==> config.mk <==
export PLATFORM = sky130hd
export DESIGN_NAME = block_pool_allocator
export DESIGN_NICKNAME = d
export VERILOG_FILES = /design/src/rtl/core/blp_pkg.sv /design/src/rtl/core/blp_round.sv /design/src/rtl/core/blp_ctrl.sv /design/src/rtl/core/blp_dp.sv /design/src/rtl/core/block_pool_allocator.sv
export SDC_FILE = /design/constraint.sdc
export NUM_CORES = 2
export LEC_CHECK = 0
export BUFFER_PORTS_ARGS = -buffer_cell sky130_fd_sc_hd__buf_2
export CAP_MARGIN = 10
export CORE_UTILIZATION = 50
export CTS_BUF_LIST = sky130_fd_sc_hd__clkbuf_2
export DETAILED_ROUTE_END_ITERATION = 10
export PLACE_DENSITY_LB_ADDON = 0.08
export REMOVE_ABC_BUFFERS = 1
export SLEW_MARGIN = 20
export SYNTH_ARGS = -nofsm -noshare
export SYNTH_HDL_FRONTEND = slang
export SYNTH_SLANG_ARGS = --single-unit
==> constraint.sdc <==
create_clock -name clk -period 5.7 [get_ports clk]
set_input_delay 1.425 -clock clk [delete_from_list [all_inputs] [get_ports clk]]
set_output_delay 1.425 -clock clk [all_outputs]
set_load 0.02 [all_outputs]
==> src/rtl/core/blp_pkg.sv <==
// Shared types, codes and helpers for the block pool allocator.
`timescale 1ns / 1ps

package blp_pkg;

	localparam int POOL_SLOTS = 32;
	localparam logic [5:0] MAX_SLOTS = 6'd32;

	localparam logic KIND_ALLOC = 1'b0;
	localparam logic KIND_RELEASE = 1'b1;

	localparam logic [1:0] ST_OK = 2'd0;
	localparam logic [1:0] ST_ZERO_SIZE = 2'd1;
	localparam logic [1:0] ST_NO_FREE = 2'd2;
	localparam logic [1:0] ST_BAD_RELEASE = 2'd3;

	typedef struct packed {
		logic        kind;
		logic [31:0] request_size;
		logic [4:0]  release_slot;
	} in_word_t;

	typedef struct packed {
		logic [4:0]  granted_slot;
		logic        was_reused;
		logic [31:0] slot_bytes;
		logic [36:0] total_bytes;
		logic [1:0]  status;
	} out_word_t;

	typedef struct packed {
		logic       accept;
		logic       scan_start;
		logic       scan_run;
		logic       miss_rd;
		logic       miss_commit;
		logic       reuse_commit;
		logic       release_commit;
		logic       finish;
		logic [1:0] status;
	} ctrl_cmd_t;

	typedef struct packed {
		logic is_release;
		logic req_zero;
		logic count_zero;
		logic rel_bad;
		logic hit;
		logic scan_done;
		logic round_done;
	} dp_stat_t;

	// A count of zero means one slot; anything above the pool depth is clamped.
	function automatic logic [5:0] active_count(input logic [5:0] v);
		logic [5:0] n;
		n = v;
		if (n == 6'd0) begin
			n = 6'd1;
		end
		if (n > MAX_SLOTS) begin
			n = MAX_SLOTS;
		end
		return n;
	endfunction

endpackage

==> src/rtl/core/blp_round.sv <==
// Line rounding unit: rounds a request up to a whole number of lines by reciprocal multiplication.
`timescale 1ns / 1ps

module blp_round import blp_pkg::*; #(
	parameter int LINE_BYTES = 64
) (
	input  logic        clk,
	input  logic        arst_n,
	input  logic        start,
	input  logic [31:0] req,
	output logic        done,
	output logic [31:0] rounded
);

	// For any 33-bit x, (x * RECIP) >> SHIFT is exactly x divided by LINE_BYTES.
	localparam int L2 = $clog2(LINE_BYTES);
	localparam int SHIFT = 33 + L2;
	localparam logic [63:0] RECIP_W =
		((64'd1 << SHIFT) + 64'(LINE_BYTES) - 64'd1) / 64'(LINE_BYTES);
	localparam logic [33:0] RECIP = RECIP_W[33:0];
	localparam logic [12:0] LINE_K = 13'(LINE_BYTES);
	localparam logic [32:0] LINE_M1 = 33'(LINE_BYTES - 1);

	localparam logic [2:0] STEP_LO_LO = 3'd5;
	localparam logic [2:0] STEP_LO_HI = 3'd4;
	localparam logic [2:0] STEP_HI_LO = 3'd3;
	localparam logic [2:0] STEP_HI_HI = 3'd2;
	localparam logic [2:0] STEP_ROUND = 3'd1;
	localparam logic [2:0] STEP_DONE = 3'd0;

	logic [32:0] x_q;
	logic [66:0] acc_q;
	logic [2:0]  step_q;
	logic [31:0] rounded_q;
	logic [16:0] op_a;
	logic [16:0] op_b;
	logic [5:0]  op_sh;
	logic [33:0] pp;
	logic [66:0] pp_sh;
	logic [32:0] quot;
	logic [45:0] prod;

	// The 33 by 34 bit product is built from four 17 by 17 bit partial products.
	always_comb begin
		case (step_q)
			STEP_LO_LO: begin
				op_a = x_q[16:0];
				op_b = RECIP[16:0];
				op_sh = 6'd0;
			end
			STEP_LO_HI: begin
				op_a = x_q[16:0];
				op_b = RECIP[33:17];
				op_sh = 6'd17;
			end
			STEP_HI_LO: begin
				op_a = {1'b0, x_q[32:17]};
				op_b = RECIP[16:0];
				op_sh = 6'd17;
			end
			STEP_HI_HI: begin
				op_a = {1'b0, x_q[32:17]};
				op_b = RECIP[33:17];
				op_sh = 6'd34;
			end
			default: begin
				op_a = '0;
				op_b = '0;
				op_sh = 6'd0;
			end
		endcase
	end

	assign pp = 34'(op_a) * 34'(op_b);
	assign pp_sh = 67'(pp) << op_sh;
	assign quot = 33'(acc_q >> SHIFT);
	assign prod = 46'(quot) * 46'(LINE_K);
	assign done = (step_q == STEP_DONE);
	assign rounded = rounded_q;

	always_ff @(posedge clk or negedge arst_n) begin
		if (!arst_n) begin
			step_q <= STEP_DONE;
		end else if (start) begin
			step_q <= STEP_LO_LO;
		end else if (step_q != STEP_DONE) begin
			step_q <= step_q - 3'd1;
		end
	end

	always_ff @(posedge clk) begin
		if (start) begin
			x_q <= {1'b0, req} + LINE_M1;
			acc_q <= '0;
		end else if (step_q == STEP_ROUND) begin
			// The rounded value can exceed 32 bits only near the top of the range.
			rounded_q <= prod[32] ? 32'hFFFF_FFFF : prod[31:0];
		end else if (step_q != STEP_DONE) begin
			acc_q <= acc_q + pp_sh;
		end
	end

endmodule

==> src/rtl/core/blp_ctrl.sv <==
// Sequencing state machine of the block pool allocator.
`timescale 1ns / 1ps

module blp_ctrl import blp_pkg::*; (
	input  logic      clk,
	input  logic      arst_n,
	input  logic      start,
	input  dp_stat_t  stat,
	output logic      busy,
	output ctrl_cmd_t cmd
);

	typedef enum logic [4:0] {
		S_IDLE    = 5'b00001,
		S_DECIDE  = 5'b00010,
		S_SCAN    = 5'b00100,
		S_MISS_RD = 5'b01000,
		S_MISS_WR = 5'b10000
	} state_t;

	state_t state_q;
	state_t state_d;

	assign busy = (state_q != S_IDLE);

	always_comb begin
		state_d = state_q;
		cmd = '0;
		cmd.status = ST_OK;
		case (state_q)
			S_IDLE: begin
				if (start) begin
					cmd.accept = 1'b1;
					state_d = S_DECIDE;
				end
			end
			S_DECIDE: begin
				state_d = S_IDLE;
				cmd.finish = 1'b1;
				if (stat.is_release) begin
					if (stat.rel_bad) begin
						cmd.status = ST_BAD_RELEASE;
					end else begin
						cmd.release_commit = 1'b1;
					end
				end else if (stat.req_zero) begin
					cmd.status = ST_ZERO_SIZE;
				end else if (stat.count_zero) begin
					cmd.status = ST_NO_FREE;
				end else begin
					cmd.finish = 1'b0;
					cmd.scan_start = 1'b1;
					state_d = S_SCAN;
				end
			end
			S_SCAN: begin
				cmd.scan_run = 1'b1;
				if (stat.hit) begin
					cmd.reuse_commit = 1'b1;
					cmd.finish = 1'b1;
					state_d = S_IDLE;
				end else if (stat.scan_done) begin
					state_d = S_MISS_RD;
				end
			end
			S_MISS_RD: begin
				cmd.miss_rd = 1'b1;
				if (stat.round_done) begin
					state_d = S_MISS_WR;
				end
			end
			S_MISS_WR: begin
				cmd.miss_commit = 1'b1;
				cmd.finish = 1'b1;
				state_d = S_IDLE;
			end
			default: begin
				state_d = S_IDLE;
			end
		endcase
	end

	always_ff @(posedge clk or negedge arst_n) begin
		if (!arst_n) begin
			state_q <= S_IDLE;
		end else begin
			state_q <= state_d;
		end
	end

endmodule

==> src/rtl/core/blp_dp.sv <==
// Pool datapath: size memory, free list, busy marks, running total and result register.
`timescale 1ns / 1ps

module blp_dp import blp_pkg::*; (
	input  logic        clk,
	input  logic        arst_n,
	input  logic        cfg_we,
	input  logic [5:0]  cfg_data,
	input  in_word_t    item,
	input  ctrl_cmd_t   cmd,
	input  logic [31:0] rounded,
	input  logic        round_done,
	output dp_stat_t    stat,
	output logic        done,
	output out_word_t   result
);

	logic [31:0] size_mem [POOL_SLOTS];
	logic [POOL_SLOTS-1:0] valid_q;
	logic [POOL_SLOTS-1:0] busy_q;
	logic [4:0]  free_q [POOL_SLOTS];
	logic [5:0]  count_q;
	logic [5:0]  n_q;
	logic [36:0] total_q;
	in_word_t    item_q;

	logic [5:0]  scan_idx_q;
	logic        cmp_v_s1;
	logic [4:0]  cmp_idx_s1;
	logic [31:0] rd_data_q;
	logic        rd_vld_q;

	logic        done_q;
	out_word_t   result_q;

	logic [4:0]  rd_addr;
	logic [31:0] rd_size;
	logic [36:0] total_next;
	logic [5:0]  n_new;
	logic [POOL_SLOTS-1:0] match;
	logic [POOL_SLOTS-1:0] after;

	assign n_new = active_count(cfg_data);
	assign rd_addr = cmd.miss_rd ? free_q[0] : scan_idx_q[4:0];
	assign rd_size = rd_vld_q ? rd_data_q : 32'd0;
	assign total_next = total_q - {5'd0, rd_size} + {5'd0, rounded};

	assign stat.is_release = (item_q.kind == KIND_RELEASE);
	assign stat.req_zero = (item_q.request_size == 32'd0);
	assign stat.count_zero = (count_q == 6'd0);
	assign stat.rel_bad = ({1'b0, item_q.release_slot} >= n_q) || !busy_q[item_q.release_slot];
	assign stat.hit = cmp_v_s1 && !busy_q[cmp_idx_s1] && (rd_size >= item_q.request_size);
	assign stat.scan_done = !cmp_v_s1 && (scan_idx_q >= n_q);
	assign stat.round_done = round_done;

	// Find where the reused slot sits in the free list; everything from there on moves down.
	always_comb begin
		for (int j = 0; j < POOL_SLOTS; j++) begin
			match[j] = (free_q[j] == cmp_idx_s1) && (6'(j) < count_q);
		end
		after = match;
		after = after | (after << 1);
		after = after | (after << 2);
		after = after | (after << 4);
		after = after | (after << 8);
		after = after | (after << 16);
	end

	always_ff @(posedge clk) begin
		if (cmd.miss_commit) begin
			size_mem[free_q[0]] <= rounded;
		end
		rd_data_q <= size_mem[rd_addr];
		rd_vld_q <= valid_q[rd_addr];
		if (cmd.accept) begin
			item_q <= item;
		end
		if (cmd.scan_start) begin
			cmp_idx_s1 <= '0;
		end else if (cmd.scan_run) begin
			cmp_idx_s1 <= scan_idx_q[4:0];
		end
	end

	always_ff @(posedge clk or negedge arst_n) begin
		if (!arst_n) begin
			scan_idx_q <= '0;
			cmp_v_s1 <= 1'b0;
		end else if (cmd.scan_start) begin
			scan_idx_q <= '0;
			cmp_v_s1 <= 1'b0;
		end else if (cmd.scan_run) begin
			cmp_v_s1 <= (scan_idx_q < n_q);
			if (scan_idx_q < n_q) begin
				scan_idx_q <= scan_idx_q + 6'd1;
			end
		end
	end

	always_ff @(posedge clk or negedge arst_n) begin
		if (!arst_n) begin
			valid_q <= '0;
			busy_q <= '0;
			count_q <= MAX_SLOTS;
			n_q <= MAX_SLOTS;
			total_q <= '0;
			for (int i = 0; i < POOL_SLOTS; i++) begin
				free_q[i] <= 5'(POOL_SLOTS - 1 - i);
			end
		end else if (cfg_we) begin
			valid_q <= '0;
			busy_q <= '0;
			count_q <= n_new;
			n_q <= n_new;
			total_q <= '0;
			for (int i = 0; i < POOL_SLOTS; i++) begin
				free_q[i] <= (6'(i) < n_new) ? 5'(n_new - 6'd1 - 6'(i)) : 5'd0;
			end
		end else if (cmd.miss_commit) begin
			valid_q[free_q[0]] <= 1'b1;
			busy_q[free_q[0]] <= 1'b1;
			count_q <= count_q - 6'd1;
			total_q <= total_next;
			for (int k = 0; k < POOL_SLOTS - 1; k++) begin
				free_q[k] <= free_q[k+1];
			end
		end else if (cmd.reuse_commit) begin
			busy_q[cmp_idx_s1] <= 1'b1;
			count_q <= count_q - 6'd1;
			for (int k = 0; k < POOL_SLOTS - 1; k++) begin
				if (after[k]) begin
					free_q[k] <= free_q[k+1];
				end
			end
		end else if (cmd.release_commit) begin
			busy_q[item_q.release_slot] <= 1'b0;
			count_q <= count_q + 6'd1;
			free_q[0] <= item_q.release_slot;
			for (int k = 1; k < POOL_SLOTS; k++) begin
				free_q[k] <= free_q[k-1];
			end
		end
	end

	always_ff @(posedge clk or negedge arst_n) begin
		if (!arst_n) begin
			done_q <= 1'b0;
		end else begin
			done_q <= cmd.finish;
		end
	end

	always_ff @(posedge clk) begin
		if (cmd.finish) begin
			result_q.status <= cmd.status;
			if (cmd.reuse_commit) begin
				result_q.granted_slot <= cmp_idx_s1;
				result_q.was_reused <= 1'b1;
				result_q.slot_bytes <= rd_size;
				result_q.total_bytes <= total_q;
			end else if (cmd.miss_commit) begin
				result_q.granted_slot <= free_q[0];
				result_q.was_reused <= 1'b0;
				result_q.slot_bytes <= rounded;
				result_q.total_bytes <= total_next;
			end else begin
				result_q.granted_slot <= '0;
				result_q.was_reused <= 1'b0;
				result_q.slot_bytes <= '0;
				result_q.total_bytes <= total_q;
			end
		end
	end

	assign done = done_q;
	assign result = result_q;

endmodule

==> src/rtl/core/block_pool_allocator.sv <==
// Top level of the first-fit block pool allocator.
//
//  channel   signals                  handshake
//  request   start, busy, item        taken at an edge with start high and busy low
//  result    done, result             valid for the one cycle that done is high
//  config    cfg_we, cfg_data         written at an edge with cfg_we high
//
// A release or any error is decided in the decide state and its result is then registered. A reuse
// scans the active slots through the size memory's single read port, one slot a cycle,
// and answers with the first free slot that fits. A resize scans every active slot,
// then writes the size from the rounding unit once that unit is done. Reset and a
// configuration write reinitialise the pool. The receiver cannot stall: each result
// word is shown once, for one cycle.
`timescale 1ns / 1ps

module block_pool_allocator import blp_pkg::*; #(
	parameter int LINE_BYTES = 64
) (
	input  logic      clk,
	input  logic      arst_n,
	input  logic      start,
	output logic      busy,
	input  in_word_t  item,
	output logic      done,
	output out_word_t result,
	input  logic      cfg_we,
	input  logic [5:0] cfg_data
);

	ctrl_cmd_t   cmd;
	dp_stat_t    stat;
	logic        round_done;
	logic [31:0] rounded;

	blp_ctrl u_ctrl (
		.clk    (clk),
		.arst_n (arst_n),
		.start  (start),
		.stat   (stat),
		.busy   (busy),
		.cmd    (cmd)
	);

	blp_round #(
		.LINE_BYTES (LINE_BYTES)
	) u_round (
		.clk     (clk),
		.arst_n  (arst_n),
		.start   (cmd.accept),
		.req     (item.request_size),
		.done    (round_done),
		.rounded (rounded)
	);

	blp_dp u_dp (
		.clk        (clk),
		.arst_n     (arst_n),
		.cfg_we     (cfg_we),
		.cfg_data   (cfg_data),
		.item       (item),
		.cmd        (cmd),
		.rounded    (rounded),
		.round_done (round_done),
		.stat       (stat),
		.done       (done),
		.result     (result)
	);

endmodule

==> impl_results.md <==
- Run status: finished, final reports clean
- Post-layout util: 56.1%
- WL final: 208000 um
- Final hold violation count: 0
- CP max-delay cell: dfxtp_1
- Crit share post-route: 89.6%
- Buf+Inv Stages, Crit Path: 4
- Clock latency on the worst-skew pair: 1.79 ns
- First-pass detailed-route iteration total: 6
- Crit start category: register
- Routed Antenna Nets: 0
- CTS tree: yes
- Fillers: 11600
- Mapped Avg Cell Area: 13.0 um2
- Synthesized instance count: 5226
- CP delay by family, top: buffers and inverters
- Combinational share of power: 26.9%
- Hold WS: 0.280 ns
- Synth unique cells: 82
- R2R depth: 13
- Final #Nets: 5891
- Largest cells by area after synthesis: edfxtp_1 (46%), mux4_2 (8.0%), dfrtp_1 (7.6%)
- Setup Skew: 0.233 ns
- Drt wl/cell: 27.0 um
- CTS sink count: 1406
- Number of global-route vias before repair: 46600
- CP Capture Type: register
- Overall routing resource usage: 30.5%
- Post-synth top area share: 45.7%
- TritonCTS Buffers: 377
- Hold Path Depth: 4
- Synth top cells by count: edfxtp_1 (1034), nand2_1 (505), o21ai_0 (289)
- DR vias: 46500
- DRT iter0 DRCs: 4561
- Minimum clock period: 5.11 ns
- Gr ovfl total: 0
- Fmax: 0.196 GHz
- Post-CTS sizing: 0
- Core footprint: 0.134 mm2
- Syn-to-layout area delta: 10.7%
- Final GP Congestion: 0.943
- Clock network power share: 25.6%
- Reg power frac: 47.5%
- DRC: 0
- Reg clk slew, reported paths: 0.14 ns
- MaxCap Viol Count: 0
- Antenna violations before repair: 7
- Power density cells: 366 mW/mm2
- Final setup vio count: 0
- Die H: 371 um
- Max-slew violation count: 0
- Initial Util: 50.7%
- Port Buffer Count: 126
- Mapped Area: 0.0679 mm2
- # H-tree levels: 5
- Top cell type by total area after synthesis: edfxtp_1
- Hpwl dp: 135000 um
- Predominant post-synthesis flop cell: edfxtp_1
- First-pass GRT wire length: 306000 um
- Crit. path cell count: 13
- Biggest cell delay along the critical path: 0.52 ns
- Max_slew headroom: 22.5%
- Layout cell share with drive strength beyond 1: 24.1%
- Worst-path cell chain: nand2_1 -> inv_1 -> ha_1 -> nand4_1 -> or3_1 -> o32ai_1 -> o311ai_0 -> buf_4 -> a21oi_4 -> buf_4 -> nor2_1 -> nand2_4 -> buf_4
- Sequential area share after synthesis: 58.9%
- Count leader, synth: edfxtp_1
- Worst EP required: 6.95 ns
- Peak VDD IR: 0.234 mV
- Number of synthesized flops with an enable pin: 1034
- Critical path peak fanout: 35
- Ports: 127
- FP Rows: 134
- RSZ-0062 raised after global routing: false
- Worst Tran Pin Value: 1.16 ns
- Die width: 371 um
- YS warnings: 0
- Root buffer cell: clkbuf_2
- Max clock buf depth: 4
- FF+latch count, synth: 1406
- Largest net degree at the start of global routing: 159
- Switch Pwr: 0.00945 W
- Hold/Removal Path Class: in -> reg
- Critical path data arrival time: 6.36 ns
- Crit path kind: reg -> reg
- Postcts setup bufs: 0
- Internal power: 0.0181 W
- Via/cell ratio: 6.03
- Hold Buf Count CTS: 41
- Switching Share: 34.3%
- Most common cell on crit path: buf_4
- Die Area: 0.137 mm2
- Post-synth ARST share: 20.6%
- Leakage power: 28.9 nW
## routing by layer
layer,vias up,part of all wire (%),global-route usage (%)
met2,2048,47,48.2
met5,-,0,0
met1,23500,41,40.3
met3,420,8.0,6.78
met4,0,4.2,13.5
li1,20600,-,-
## cell type report
type / instances / area (um2) / area share [%]
Clock inverter: 102 / 561 / 0.745
Antenna cell: 6 / 15.0 / 0.0200
Inverter: 242 / 911 / 1.21
Clock buffer: 556 / 2780 / 3.70
Timing Repair Buffer: 320 / 2410 / 3.20
Tap cell: 1768 / 2210 / 2.94
Multi-Input combinational cell: 3309 / 26300 / 34.9
Sequential cell: 1406 / 40100 / 53.3
## tightest hold or removal path: stages
cell	delay, ns
buf_2	0.11
buf_4	0.22
nand2_1	0.17
o21ai_0	0.11
## through the flow
step,setup WS [ns],TNS [ns],cells,total power [W],instance area (um2)
after floorplan,-17.83,-2681.67,4957,0.0184,66800
after global placement,0.975,0,7004,0.0205,71400
after detailed placement,0.889,0,7004,0.0206,71400
after CTS,0.710,0,7703,0.0277,75200
after global routing,0.420,0,7707,0.0290,75200
final,0.592,0,7709,0.0275,75200
## cells by family (layout without fill, tap and decap cells)
| group | count (synthesis) | after routing | synth area share (%) |
|---|---|---|---|
| flops | 1406 | 1406 | 58.9 |
| xor+xnor | 284 | 284 | 3.66 |
| other cells | 1 | 24 | 0.00552 |
| simple gates | 1365 | 1365 | 9.29 |
| compound gates | 895 | 895 | 8.28 |
| mux | 560 | 560 | 13.0 |
| buf+inv | 528 | 1220 | 3.04 |
| fa+ha+maj | 187 | 187 | 3.81 |
## path summary, 6_finish.rpt
check | from | to | slack [ns]
worst max register to register | u_dp.rd_vld_q | u_dp.result[20] | 0.59
worst min register to register | u_round.acc_q[24] | u_round.acc_q[24] | 0.47
max in group asynchronous | arst_n | u_dp.total_q[11] | 3.98
worst max-delay path | u_dp.rd_vld_q | u_dp.result[20] | 0.59
worst min-delay path | cfg_data[5] | u_dp.n_q[5] | 0.28
min in group asynchronous | arst_n | u_dp.busy_q[27] | 0.36
## power by group through the flow
stage	Sequential (W)	Combinational, W	Clock [W]
2_1_floorplan	0.0131	0.00524	0
3_3_place_gp	0.0133	0.00725	0
3_5_place_dp	0.0133	0.00731	0
4_1_cts	0.0131	0.00736	0.00725
5_1_grt	0.0131	0.00809	0.00776
6_report	0.0131	0.00740	0.00705
## sequential cells by signal, summed over array words and instances, names as in the netlist, 27 cells and up
signal / flops
u_round.acc_q: 50
u_dp.item_q: 37
u_round.x_q: 33
u_dp.busy_q: 32
u_dp.result: 72
u_dp.total_q: 37
u_dp.free_q: 160
u_dp.rd_data_q: 27
u_round.rounded: 27
u_dp.size_mem: 864
u_dp.valid_q: 32
## cells in the final DEF, fill, tap and decap left out, types with 35 or more instances in the layout
cell type / count
a21oi_1: 192
ha_1: 153
buf_4: 137
nand3_1: 238
xor2_1: 119
and2_1: 35
dfxtp_1: 78
xnor2_1: 164
mux2i_1: 171
o22ai_1: 59
dfstp_2: 83
nor2b_1: 65
inv_1: 234
o21ai_0: 288
buf_2: 124
nand2_1: 504
nand4_1: 43
edfxtp_1: 1034
mux4_2: 242
dfrtp_1: 206
mux2_2: 140
dlygate4sd3_1: 41
clkbuf_2: 556
or2_2: 35
clkinv_1: 85
nor2_1: 253
o221ai_1: 42
a21o_1: 62
Note: power is estimated with default switching activity, not from simulation.
